==> config.mk <==
export PLATFORM = sky130hd
export DESIGN_NAME = streaming_pattern_match_highlight
export DESIGN_NICKNAME = d
export VERILOG_FILES = /design/src/rtl/core/spmh_pkg.sv /design/src/rtl/core/streaming_pattern_match_highlight.sv /design/src/rtl/core/spmh_cfg.sv /design/src/rtl/core/spmh_match.sv
export SDC_FILE = /design/constraint.sdc
export NUM_CORES = 1
export LEC_CHECK = 0
export BUFFER_PORTS_ARGS = -buffer_cell sky130_fd_sc_hd__buf_2
export CORE_UTILIZATION = 28
export DETAILED_ROUTE_END_ITERATION = 6
export PLACE_DENSITY = 0.47
export SLEW_MARGIN = 40
export SYNTH_ARGS = -nofsm -noshare
export SYNTH_HDL_FRONTEND = slang
export SYNTH_HIERARCHICAL = 1
export SYNTH_SLANG_ARGS = --single-unit
==> constraint.sdc <==
create_clock -name clk -period 6.7 [get_ports clk]
set_clock_uncertainty 0.1 [all_clocks]
set_input_delay 0.67 -clock clk [delete_from_list [all_inputs] [get_ports clk]]
set_output_delay 0.67 -clock clk [all_outputs]
set_load 0.05 [all_outputs]
==> src/rtl/core/spmh_pkg.sv <==
// Shared types and constants for the streaming pattern match highlighter.
package spmh_pkg;

  // Default sizing of the window and the cell counter
  localparam int DEF_MAX_PATTERN = 8;
  localparam int DEF_CELL_COUNT  = 16384;

  // Fixed field widths
  localparam int CHAR_W     = 8;
  localparam int PLEN_W     = 4;
  localparam int PCHARS_W   = 64;
  localparam int START_W    = 14;
  localparam int S_TDATA_W  = 8;
  localparam int M_TDATA_W  = 16;
  localparam int APB_DATA_W = 64;
  localparam int APB_ADDR_W = 4;

  // Register index codes, taken from paddr[3] (registers sit 8 bytes apart)
  typedef enum logic {
    REG_PATTERN_CHARS  = 1'b0,
    REG_PATTERN_LENGTH = 1'b1
  } reg_idx_t;

  // Configuration seen by the match datapath
  typedef struct packed {
    logic [PCHARS_W-1:0] pattern_chars;
    logic [PLEN_W-1:0]   pattern_length;
  } cfg_t;

  // One input word held in the input register
  typedef struct packed {
    logic [CHAR_W-1:0] char_code;
    logic              start_scan;
    logic              last_cell;
  } item_t;

  // Match result from the datapath
  typedef struct packed {
    logic               match_found;
    logic [START_W-1:0] match_start;
  } match_t;

endpackage

==> src/rtl/core/streaming_pattern_match_highlight.sv <==
// Top level: stream ports, input register, match datapath and result register.
// Takes one character word per cycle while the output side is ready and returns
// one result word per character, through the input register and then the result
// register. These two registers form a two-deep pipeline, so a word is still taken
// into an empty input register while a finished result waits; the window shift and
// the per-length byte compares sit between them and set the throughput. Each
// result says whether the configured pattern ends at that cell and, if so, the
// index of its first cell. Write the pattern registers only while no words are in
// flight.
module streaming_pattern_match_highlight
  import spmh_pkg::*;
#(
  parameter int MAX_PATTERN = DEF_MAX_PATTERN,
  parameter int CELL_COUNT  = DEF_CELL_COUNT
) (
  input  logic                  clk,
  input  logic                  rst,
  input  logic                  s_axis_tvalid,
  output logic                  s_axis_tready,
  input  logic [S_TDATA_W-1:0]  s_axis_tdata,  // [7:0] char_code
  input  logic                  s_axis_tuser,  // [0] start_scan
  input  logic                  s_axis_tlast,  // last_cell
  output logic                  m_axis_tvalid,
  input  logic                  m_axis_tready,
  output logic [M_TDATA_W-1:0]  m_axis_tdata,  // [13:0] match_start, [15:14] zero
  output logic                  m_axis_tuser,  // [0] match_found
  output logic                  m_axis_tlast,  // scan_end
  input  logic                  psel,
  input  logic                  penable,
  input  logic                  pwrite,
  input  logic [APB_ADDR_W-1:0] paddr,
  input  logic [APB_DATA_W-1:0] pwdata,
  output logic [APB_DATA_W-1:0] prdata,
  output logic                  pready
);

  cfg_t   cfg;
  item_t  in_item;
  logic   in_valid;
  logic   advance;
  match_t result;

  spmh_cfg u_cfg (
    .clk     (clk),
    .rst     (rst),
    .psel    (psel),
    .penable (penable),
    .pwrite  (pwrite),
    .paddr   (paddr),
    .pwdata  (pwdata),
    .prdata  (prdata),
    .pready  (pready),
    .cfg     (cfg)
  );

  // Move the held word into the result register when it is free or draining
  assign advance       = in_valid && (!m_axis_tvalid || m_axis_tready);
  assign s_axis_tready = !in_valid || advance;

  // Capture an incoming word
  always_ff @(posedge clk) begin
    if (rst) begin
      in_valid <= 1'b0;
    end else if (s_axis_tready) begin
      in_valid <= s_axis_tvalid;
    end
  end

  always_ff @(posedge clk) begin
    if (s_axis_tvalid && s_axis_tready) begin
      in_item.char_code  <= s_axis_tdata[CHAR_W-1:0];
      in_item.start_scan <= s_axis_tuser;
      in_item.last_cell  <= s_axis_tlast;
    end
  end

  spmh_match #(
    .MAX_PATTERN (MAX_PATTERN),
    .CELL_COUNT  (CELL_COUNT)
  ) u_match (
    .clk    (clk),
    .rst    (rst),
    .take   (advance),
    .item   (in_item),
    .cfg    (cfg),
    .result (result)
  );

  // Hold the result word until the sink takes it
  always_ff @(posedge clk) begin
    if (rst) begin
      m_axis_tvalid <= 1'b0;
    end else if (!m_axis_tvalid || m_axis_tready) begin
      m_axis_tvalid <= in_valid;
    end
  end

  always_ff @(posedge clk) begin
    if (advance) begin
      m_axis_tdata <= M_TDATA_W'(result.match_start);
      m_axis_tuser <= result.match_found;
      m_axis_tlast <= in_item.last_cell;
    end
  end

endmodule

==> src/rtl/core/spmh_cfg.sv <==
// APB register file holding the pattern bytes and the pattern length.
module spmh_cfg
  import spmh_pkg::*;
(
  input  logic                  clk,
  input  logic                  rst,
  input  logic                  psel,
  input  logic                  penable,
  input  logic                  pwrite,
  input  logic [APB_ADDR_W-1:0] paddr,
  input  logic [APB_DATA_W-1:0] pwdata,
  output logic [APB_DATA_W-1:0] prdata,
  output logic                  pready,
  output cfg_t                  cfg
);

  logic     wr_en;
  reg_idx_t reg_sel;

  assign pready  = 1'b1;
  assign wr_en   = psel && penable && pwrite && pready;
  assign reg_sel = reg_idx_t'(paddr[3]);

  // Write the selected register on the access cycle
  always_ff @(posedge clk) begin
    if (rst) begin
      cfg <= '0;
    end else if (wr_en) begin
      unique case (reg_sel)
        REG_PATTERN_CHARS:  cfg.pattern_chars  <= pwdata[PCHARS_W-1:0];
        REG_PATTERN_LENGTH: cfg.pattern_length <= pwdata[PLEN_W-1:0];
        default:            cfg <= cfg;
      endcase
    end
  end

  // Return the addressed register, zero for unaligned addresses
  always_comb begin
    prdata = '0;
    if (paddr[2:0] == 3'd0) begin
      unique case (reg_sel)
        REG_PATTERN_CHARS:  prdata = APB_DATA_W'(cfg.pattern_chars);
        REG_PATTERN_LENGTH: prdata = APB_DATA_W'(cfg.pattern_length);
        default:            prdata = '0;
      endcase
    end
  end

endmodule

==> src/rtl/core/spmh_match.sv <==
// Character window, fill count, cell counter and parallel pattern compare.
module spmh_match
  import spmh_pkg::*;
#(
  parameter int MAX_PATTERN = DEF_MAX_PATTERN,
  parameter int CELL_COUNT  = DEF_CELL_COUNT
) (
  input  logic   clk,
  input  logic   rst,
  input  logic   take,
  input  item_t  item,
  input  cfg_t   cfg,
  output match_t result
);

  localparam int IDX_W  = (CELL_COUNT > 1) ? $clog2(CELL_COUNT) : 1;
  localparam int FILL_W = $clog2(MAX_PATTERN + 1);

  logic [CHAR_W-1:0] char_window [MAX_PATTERN];
  logic [FILL_W-1:0] window_fill;
  logic [IDX_W-1:0]  cell_index;

  logic [CHAR_W-1:0] char_window_next [MAX_PATTERN];
  logic [FILL_W-1:0] window_fill_next;
  logic [IDX_W-1:0]  cell_index_next;

  logic [FILL_W-1:0] fill_base;
  logic [IDX_W-1:0]  here;
  logic [IDX_W-1:0]  len_m1;
  logic [IDX_W:0]    wrap_sum;
  logic [IDX_W-1:0]  first;
  logic [MAX_PATTERN-1:0] hit_len;
  logic              len_ok;
  logic              hit;

  // Shift the new character in, starting from a clear window on start_scan
  always_comb begin
    char_window_next[0] = item.char_code;
    for (int k = 1; k < MAX_PATTERN; k++) begin
      char_window_next[k] = item.start_scan ? '0 : char_window[k-1];
    end
    fill_base = item.start_scan ? '0 : window_fill;
    window_fill_next = (fill_base < FILL_W'(MAX_PATTERN)) ? fill_base + 1'b1 : fill_base;
    here = item.start_scan ? '0 : cell_index;
    cell_index_next = (here == IDX_W'(CELL_COUNT - 1)) ? '0 : here + 1'b1;
  end

  // Compare every candidate length against the shifted window
  always_comb begin
    for (int l = 0; l < MAX_PATTERN; l++) begin
      hit_len[l] = 1'b1;
      for (int i = 0; i <= l; i++) begin
        if (char_window_next[l-i] != cfg.pattern_chars[CHAR_W*i +: CHAR_W]) begin
          hit_len[l] = 1'b0;
        end
      end
    end
  end

  // Pick the configured length and work out where the match began
  always_comb begin
    len_ok = (cfg.pattern_length != '0) &&
             (cfg.pattern_length <= PLEN_W'(MAX_PATTERN)) &&
             (PLEN_W'(window_fill_next) >= cfg.pattern_length);
    hit = 1'b0;
    for (int l = 0; l < MAX_PATTERN; l++) begin
      if (cfg.pattern_length == PLEN_W'(l + 1)) begin
        hit = hit_len[l];
      end
    end
    hit = hit && len_ok;
    len_m1 = IDX_W'(cfg.pattern_length - 1'b1);
    wrap_sum = (IDX_W+1)'(here) + (IDX_W+1)'(CELL_COUNT) - (IDX_W+1)'(len_m1);
    first = (here >= len_m1) ? here - len_m1 : wrap_sum[IDX_W-1:0];
    result.match_found = hit;
    result.match_start = hit ? START_W'(first) : '0;
  end

  // Advance the scan state on each word taken
  always_ff @(posedge clk) begin
    if (rst) begin
      for (int k = 0; k < MAX_PATTERN; k++) begin
        char_window[k] <= '0;
      end
      window_fill <= '0;
      cell_index  <= '0;
    end else if (take) begin
      char_window <= char_window_next;
      window_fill <= window_fill_next;
      cell_index  <= cell_index_next;
    end
  end

endmodule

# Word-level counts from Yosys, hierarchy flattened
# Cells that the tools add are included.
# totals
reg_bits	170
wordCells	148
out_inout_bits	85
input_bits	85
# op_classes
add_sub_neg	6
n_eq_ne	45
n_lt_le_gt_ge	4
n_reduce_logical	15
n_bitwise	1
n_mux	58
# ops
operator	n
8-bit != test	36
64-bit one-hot mux with 2 select lines	1
64-bit 2-to-1 mux	1
8-bit 2-to-1 mux	7
1-bit 2-to-1 mux	44
14-bit 2-to-1 mux	3
14-bit by 1-bit adder with 14-bit output, second input constant	2
14-bit subtractor	2
4-bit by 3-bit equality test with 1-bit output, second input constant	4
14-bit equality test, second input constant	1
14-bit greater-or-equal comparator	1
4-bit by 2-bit equality test with 1-bit output, second input constant	2
4-bit 2-to-1 mux	2
1-bit logical AND	7
4-bit by 1-bit subtractor with 5-bit output, second input constant	1
4-bit by 1-bit adder with 4-bit output, second input constant	1
4-bit by 1-bit equality test with 1-bit output, second input constant	1
4-bit equality test, second input constant	1
4-bit greater-or-equal comparator	1
4-bit less-or-equal comparator, second input constant	1
4-bit < comparator, second input constant	1
2-bit AND reduction	2
4-bit nonzero test	1
3-bit zero test	1
3 further kinds	5

# Longest topological paths before layout
# Gate-level depths: netlist of the first run.
# depth
word_depth	12
ltp_mapped	18
mapped_depth_nobuf	14

# Hierarchy
# Netlist of the first run, hierarchy kept.
# by_module_without_submodules
module	n_inst	seq_area_each_um2	cells_per_inst	area_per_inst_um2
spmh_match	1	1481.4	1357	9421.5
spmh_cfg	1	1361.3	370	3578.4
streaming_pattern_match_highlight	1	820.8	39	903.4

# Worst setup path before layout of the first run
# No wires, ideal clock.
# synth_path
path_type	register -> register
from	register in_item[1] (netlist bit)
to	register m_axis_tdata[7] (data pin)
required_ns	6.333
arrival_ns	3.299
path_buffers	5
path_stages_with_launch	17
setup_ns	0.267
period_less_slack_ns	3.666
path_slack_ns	3.034
cell_sequence	edfxtp_1 > buf_4 > buf_4 > buf_2 > buf_2 > buf_1 > nor2b_1 > ha_1 > nor2b_1 > o21ai_0 > a21boi_0 > nor2_1 > maj3_1 > or3_1 > o21ai_0 > o22a_1 > a21oi_1
# synth_between
elab_chain_len	12
elab_cells_between_ends	90
classes_between	4 x add/sub; 3 x order compare; 28 x eq/ne; 53 x mux; 2 x reduce/logical
# synth_lines
element	line_no	text
start, declared	streaming_pattern_match_highlight.sv:38	item_t in_item;
parallel branches: the longest is 12 deep, another holds 14-bit by 1-bit adder with 14-bit output	-	
end signal, assigned	streaming_pattern_match_highlight.sv:100	m_axis_tdata <= M_TDATA_W'(result.match_start);
end, declared	streaming_pattern_match_highlight.sv:25	output logic [M_TDATA_W-1:0] m_axis_tdata,
# Several ways; the timed one is not identified.
# A chain may end at the register's enable or synchronous reset.

# Worst setup path after layout of the first run
# layout_path
from	register in_item[1] (netlist bit)
to	register m_axis_tdata[11] (data pin)
# Same word-level chain as after synthesis.

==> results.yml, run 1 <==
final_layout:
  utilization: 0.3166
  antenna_cells: 0
  postLayoutCellArea_um2: 15500
  drive_above_1_share: 0.1548
  instances_no_fill: 2479
  fin_nets: 1907
  synthToLayoutAreaGrowth_pct: 11.46
clock_network:
  postCtsSetupBuffers: 0
  root_buffer: "clkbuf_16"
  holdBufCountCts: 0
  cts_resized: 0
  clk-insertion-delay-late_ps: 470
  htreeDepth: 4
  cts_sinks: 170
  clock_path_buffers: 2
  clk_pin_slew_ps: 70
  cts_buffers: 17
  cts_tree: "done"
synthesis:
  seq_area_frac_synth: 0.2635
  synth_warnings: 6
  synth_seq_cells: 170
  synthDistinctLibCells: 82
  ys.flop_type: "dfxtp_1"
  synthTopCellsByArea: "dfxtp_1, nand2b_1, mux2i_1"
  synth-edff-count: 26
  synthArstFlopShare: 0
  synth.largest_area_cell: "dfxtp_1"
  synthesis.area_um2: 13900
  synth.top_cell.area_share: 0.2073
  syn_inst: 1766
  synth_area_per_cell_um2: 7.873
power:
  clockPowerShare: 0.406
  switching_share: 0.3050
  pwr-share-comb: 0.163
  switching_power_w: 0.0007890
  p_int_w: 0.001798
  pwr-share-seq: 0.431
  p_leak_nw: 5.429
  max-vdd-ir-drop_mv: 0.1897
  power.density_nw_per_um2: 167.0
sta:
  hold_ws_ps: 269.4
  hold_violations: 0
  worstMarginPinSlew_ps: 955.6
  fin_crit_sh: 0.6145
  slew_headroom: 0.3570
  period_minus_slack_ps: 4117
  fin_tns_setup_ps: 0
  fmax_mhz: 242.9
  rsz0062_at_grt: "no"
  finalSetupViolations: 0
  slew_violations: 0
grt:
  antenna_found_initial: 1
  grt_first_pass_wirelength_um: 93730
  track_usage: 0.2561
  first_global_vias: 13190
  grt_max_degree: 177
  gr-total-overflow: 0
drt:
  drtAntennaViolNets: 0
  route.detailed.drc: 0
  drt-pass1-iter-count: 5
  wirelength_um: 65350
  drtIter0Drc: 1557
  via_count: 14140
  vias_per_cell: 5.703
  avgRoutedWirePerCell_um: 26.36
floorplan:
  die_w_um: 224.8
  boundaryPins: 170
  rows: 81
  core_um2: 48950
  fp.dieH_um: 224.8
  start_util: 0.2840
  die_area_um2: 50550
worst_setup_path:
  end_kind: "flip-flop"
  critPathKind: "flip-flop to flip-flop"
  critPathRequiredTime_ps: 6880
  cp_cell_sequence: "buf_12 > nor2b_1 > nand4_1 > nor4_1 > o211ai_1 > nor4_1 > a31oi_1 > a21boi_1 > o2111ai_4 > a2111oi_2"
  cp_slowest_stage_delay_ps: 580
  path_delay_family: "compound AO/OA/AOI/OAI gates"
  critPathLaunchType: "flip-flop"
  critPathMaxFanout: 176
  slowest_stage: "buf_12"
  crit_arrival_ps: 4300
  critPathMostFrequentCell: "nor4_1"
  worst-path-buf-inv: 1
place:
  numPortBuffers: 166
  dp_cells: 2447
  gp_congestion: 1.063
  dp_hpwl_um: 45570
  placed_cell_area_um2: 14880
flow_run:
  drv_cap: 0
min_path:
  hold_class: "primary input to flip-flop"
run_status:
  run_status: "completed"
path summary, 6_finish.rpt:
kind / start / to / slack, ps / cells after the start
min reg2reg: in_item[0]$_DFFE_PP_ / m_axis_tlast$_DFFE_PP_ / 330 / 0
max reg2reg: in_item[1]$_DFFE_PP_ / m_axis_tdata[11]$_DFFE_PP_ / 2580 / 10
max: in_item[1]$_DFFE_PP_ / m_axis_tdata[11]$_DFFE_PP_ / 2580 / 10
min: s_axis_tlast / in_item[0]$_DFFE_PP_ / 270 / 1
layout by cell type (no fill, tap or decap), types with 7 or more instances in the layout:
cell type	count
a21oi_1	76
a221oi_1	10
a22oi_1	11
a31oi_1	59
and2_1	63
and3_1	8
buf_2	165
buf_4	38
clkbuf_16	18
dfxtp_1	139
edfxtp_1	26
ha_1	19
inv_1	69
inv_2	13
mux2i_1	94
nand2_1	77
nand2b_1	153
nand3_1	49
nand4_1	26
nor2_1	143
nor2_2	9
nor2b_1	23
nor3_1	25
nor4_1	35
nor4b_1	13
nor4bb_1	35
o2111ai_1	9
o211ai_1	10
o21ai_0	57
o221ai_1	12
o22ai_1	47
o2bb2ai_1	7
o31ai_1	9
o32ai_1	38
xnor2_1	79
xor2_1	59
metal layers:
layer | track usage | part of all wire
met5 | 0 | 0
met4 | 0.1273 | 0.049
met3 | 0.05513 | 0.079
met2 | 0.3875 | 0.44
met1 | 0.3420 | 0.44
cell type report:
class | count | area [um2]
clock inverter | 7 | 77.57
sequential | 170 | 3670
timing repair buffer | 206 | 1154
multi-input combinational | 1324 | 8922
tap | 664 | 830.8
fill | 5209 | 33450
clock buffer | 25 | 530.5
inverter | 83 | 311.5
through the flow:
step	power [W]	setup slack, ps
3_5_place_dp	0.001548	2729
5_1_grt	0.002681	2383
3_3_place_gp	0.001547	2741
2_1_floorplan	0.001396	3034
4_1_cts	0.002604	2689
6_report	0.002587	2583
power groups by stage:
stage	registers, W	logic (W)	clock network, W
3_3_place_gp	0.00113	0.000413	0
6_report	0.00111	0.000422	0.00105
5_1_grt	0.00112	0.000446	0.00112
3_5_place_dp	0.00114	0.000412	0
2_1_floorplan	0.00110	0.000292	0
4_1_cts	0.00111	0.000413	0.00108
sequential cells by signal, summed over array words and instances (netlist names):
signal / cells
u_cfg/cfg: 68
u_match/char_window: 56
m_axis_tdata: 14
u_match/cell_index: 14
in_item: 10
u_match/window_fill: 4
in_valid: 1
m_axis_tlast: 1
m_axis_tuser: 1
m_axis_tvalid: 1
cells in the mapped netlist (38+ instances only):
| cell type | instances |
|---|---|
| a21oi_1 | 76 |
| a31oi_1 | 59 |
| and2_1 | 63 |
| buf_2 | 74 |
| clkbuf_1 | 69 |
| dfxtp_1 | 144 |
| inv_1 | 69 |
| mux2i_1 | 94 |
| nand2_1 | 77 |
| nand2b_1 | 153 |
| nand3_1 | 49 |
| nor2_1 | 143 |
| o21ai_0 | 57 |
| o22ai_1 | 47 |
| o32ai_1 | 38 |
| xnor2_1 | 79 |
| xor2_1 | 59 |
logic make-up (layout without fill, tap and decap cells):
kind of cell | after synthesis | in the layout | share of synthesized area
XOR/XNOR | 138 | 138 | 0.08693
adder cells (fa/ha/maj) | 21 | 21 | 0.01926
AND/OR/NAND/NOR | 672 | 672 | 0.2717
multiplexers | 95 | 95 | 0.06848
buffers and inverters | 273 | 321 | 0.09548
AO/OA/AOI/OAI | 395 | 395 | 0.1941
flip-flops | 170 | 170 | 0.2635
other | 2 | 3 | 0.0005402
worst reg2reg max path, stage by stage, from the launching register on:
cell	delay [ps]
edfxtp_1	410
buf_12	580
nor2b_1	580
nand4_1	170
nor4_1	340
o211ai_1	130
nor4_1	300
a31oi_1	230
a21boi_1	370
o2111ai_4	380
a2111oi_2	340
No activity file was read; power rests on OpenSTA's default activity.
==> run 2: changes to the inputs <==
--- a/config.mk
+++ b/config.mk
@@ -8,7 +8,7 @@
 export BUFFER_PORTS_ARGS = -buffer_cell sky130_fd_sc_hd__buf_2
 export CORE_UTILIZATION = 28
 export DETAILED_ROUTE_END_ITERATION = 6
-export PLACE_DENSITY = 0.47
+export PLACE_DENSITY = 0.49
 export SLEW_MARGIN = 40
 export SYNTH_ARGS = -nofsm -noshare
 export SYNTH_HDL_FRONTEND = slang
==> constraint.sdc (replaced) <==
create_clock -name clk -period 3.5 [get_ports clk]
set_clock_uncertainty 0.1 [all_clocks]
set_input_delay 0.35 -clock clk [delete_from_list [all_inputs] [get_ports clk]]
set_output_delay 0.35 -clock clk [all_outputs]
set_load 0.05 [all_outputs]
==> results.yml, run 2 (synthesized netlist as in run 1, its figures left out) <==
sta:
  worst_slack_ps: 61.30
  worstMarginPinSlew_ps: 870.1
  fmax_mhz: 290.8
  rsz0062_at_grt: "yes"
  slew_headroom: 0.4191
  fin_crit_sh: 0.9825
  finalSetupViolations: 0
  slew_violations: 0
  period_minus_slack_ps: 3439
  hold_violations: 0
worst_setup_path:
  critPathRequiredTime_ps: 3700
  end_kind: "flip-flop"
  critPathLaunchType: "flip-flop"
  crit_arrival_ps: 3640
  critPathMaxFanout: 15
  critPathKind: "flip-flop to flip-flop"
drt:
  via_count: 15560
  drt-pass1-iter-count: 6
  vias_per_cell: 5.590
  wirelength_um: 77860
  drtIter0Drc: 1777
  avgRoutedWirePerCell_um: 27.98
  route.detailed.drc: 0
  drtAntennaViolNets: 0
floorplan:
  core_um2: 48950
  start_util: 0.2840
  die_w_um: 224.8
  rows: 81
  die_area_um2: 50550
  fp.dieH_um: 224.8
  boundaryPins: 170
clock_network:
  cts_buffers: 17
  cts_sinks: 170
  cts_tree: "done"
  clock_path_buffers: 2
  root_buffer: "clkbuf_16"
  htreeDepth: 4
  clk_pin_slew_ps: 80
  clk-insertion-delay-late_ps: 510
run_status:
  run_status: "completed"
place:
  dp_hpwl_um: 60470
  gp_congestion: 1.038
  dp_cells: 2682
  placed_cell_area_um2: 16930
  numPortBuffers: 166
  preCtsSetupSlack_ps: -141.5
final_layout:
  reg.largest.list: "u_cfg/cfg: 68 flops, u_match/char_window: 56 flops"
  instances_no_fill: 2783
  final_cell_mix: "buf_4, buf_2, nand2b_1, dfxtp_1, nor2_1"
  layout_commonest_cell: "buf_4"
  ff_latch_area_um2: 3665
  top_register: "u_cfg/cfg"
  synthToLayoutAreaGrowth_pct: 31.87
  multi_input_area_um2: 9047
  drive_above_1_share: 0.2521
  postLayoutCellArea_um2: 18330
  fillers: 5065
  largest_reg_flops: 68
  fin_nets: 2210
power:
  p_int_w: 0.003576
  pwr-share-comb: 0.212
  pwr-share-seq: 0.403
  power.density_nw_per_um2: 284.9
  p_leak_nw: 6.956
  clockPowerShare: 0.385
  max-vdd-ir-drop_mv: 0.2932
  switching_power_w: 0.001646
  switching_share: 0.3153
grt:
  grt_max_degree: 128
  grt_first_pass_wirelength_um: 109700
  track_usage: 0.3074
  gr-total-overflow: 0
  first_global_vias: 14750
  antenna_found_initial: 3
min_path:
  hold_class: "primary input to flip-flop"
flow_run:
  drv_cap: 0
==> run 2: changes by cell type in the layout (fill, tap and decap cells not counted), sizes merged <==
cell         previous run  this run
buf                   206       445
bufinv                  1         2
clkbuf                 25        22
clkinv                  4         3
diode                   0         1
dlygate4sd3             0        64
inv                    84        87
==> run 2: power groups by stage <==
stage	Combinational, W	Sequential, W	Clock (W)
after detailed placement	0.00100	0.00215	0
final	0.00111	0.00210	0.00201
after CTS	0.00107	0.00210	0.00206
after floorplan	0.000562	0.00211	0
after global placement	0.00101	0.00215	0
after global routing	0.00116	0.00211	0.00212
==> run 2: critical path: stages (launching register included) <==
cell	delay [ps]
edfxtp_1	490
inv_4	170
buf_12	170
nand2_1	110
a2111oi_0	500
nand4_1	170
buf_4	180
nor4_2	330
buf_4	200
o31ai_2	80
a21boi_2	200
o2111ai_4	220
a2111oi_2	290
==> run 2: routing by layer <==
layer / vias up / wire length [um] / GRT usage
li1: 6972 / - / -
met1: 7683 / 34810 / 0.4164
met2: 735 / 33630 / 0.4647
met3: 164 / 5383 / 0.05382
met4: 4 / 4004 / 0.1587
met5: - / 27 / 0
==> run 2: per-stage QoR <==
| stage | setup TNS (ps) | hold WS [ps] | power [W] | util |
|---|---|---|---|---|
| 3_3_place_gp | -1372 | 305.6 | 0.003155 | 0.3458 |
| 6_report | 0 | 19.85 | 0.005222 | 0.3745 |
| 2_1_floorplan | -0.7281 | 300.3 | 0.002674 | - |
| 5_1_grt | -116.7 | 27.75 | 0.005382 | 0.3745 |
| 4_1_cts | 0 | 1.364 | 0.005235 | 0.3722 |
| 3_5_place_dp | -1294 | 308.3 | 0.003151 | 0.3458 |
==> run 2: path summary, 6_finish.rpt <==
| path | slack, ps | depth (start not counted) | startpoint | to |
|---|---|---|---|---|
| setup / recovery | 60 | 12 | in_item[1]$_DFFE_PP_ | m_axis_tdata[11]$_DFFE_PP_ |
| setup reg to reg | 60 | 12 | in_item[1]$_DFFE_PP_ | m_axis_tdata[11]$_DFFE_PP_ |
| hold / removal | 20 | 3 | pwdata[48] | u_cfg/cfg[52]$_SDFFE_PP0P_ |
| hold reg to reg | 320 | 0 | in_item[0]$_DFFE_PP_ | m_axis_tlast$_DFFE_PP_ |
==> run 2: area by class of cell <==
class | instances | share of cell area
Antenna cell | 1 | 0.0001365
Clock buffer | 22 | 0.02477
Clock inverter | 10 | 0.007166
Inverter | 83 | 0.01713
Multi-Input combinational cell | 1324 | 0.4935
Sequential cell | 170 | 0.1999
Tap cell | 664 | 0.04532
Timing Repair Buffer | 509 | 0.2121
==> run 2: repair_timing <==
| item | 4_1_cts | 5_1_grt |
|---|---|---|
| setup endpoints to repair | 15 | 15 |
| gates resized for setup | 7 | 25 |
| endpoints found under the hold margin | 64 | 0 |
| setup buffers | 2 | 2 |
| hold buffers | 64 | 0 |
| pin swaps | 0 | 6 |
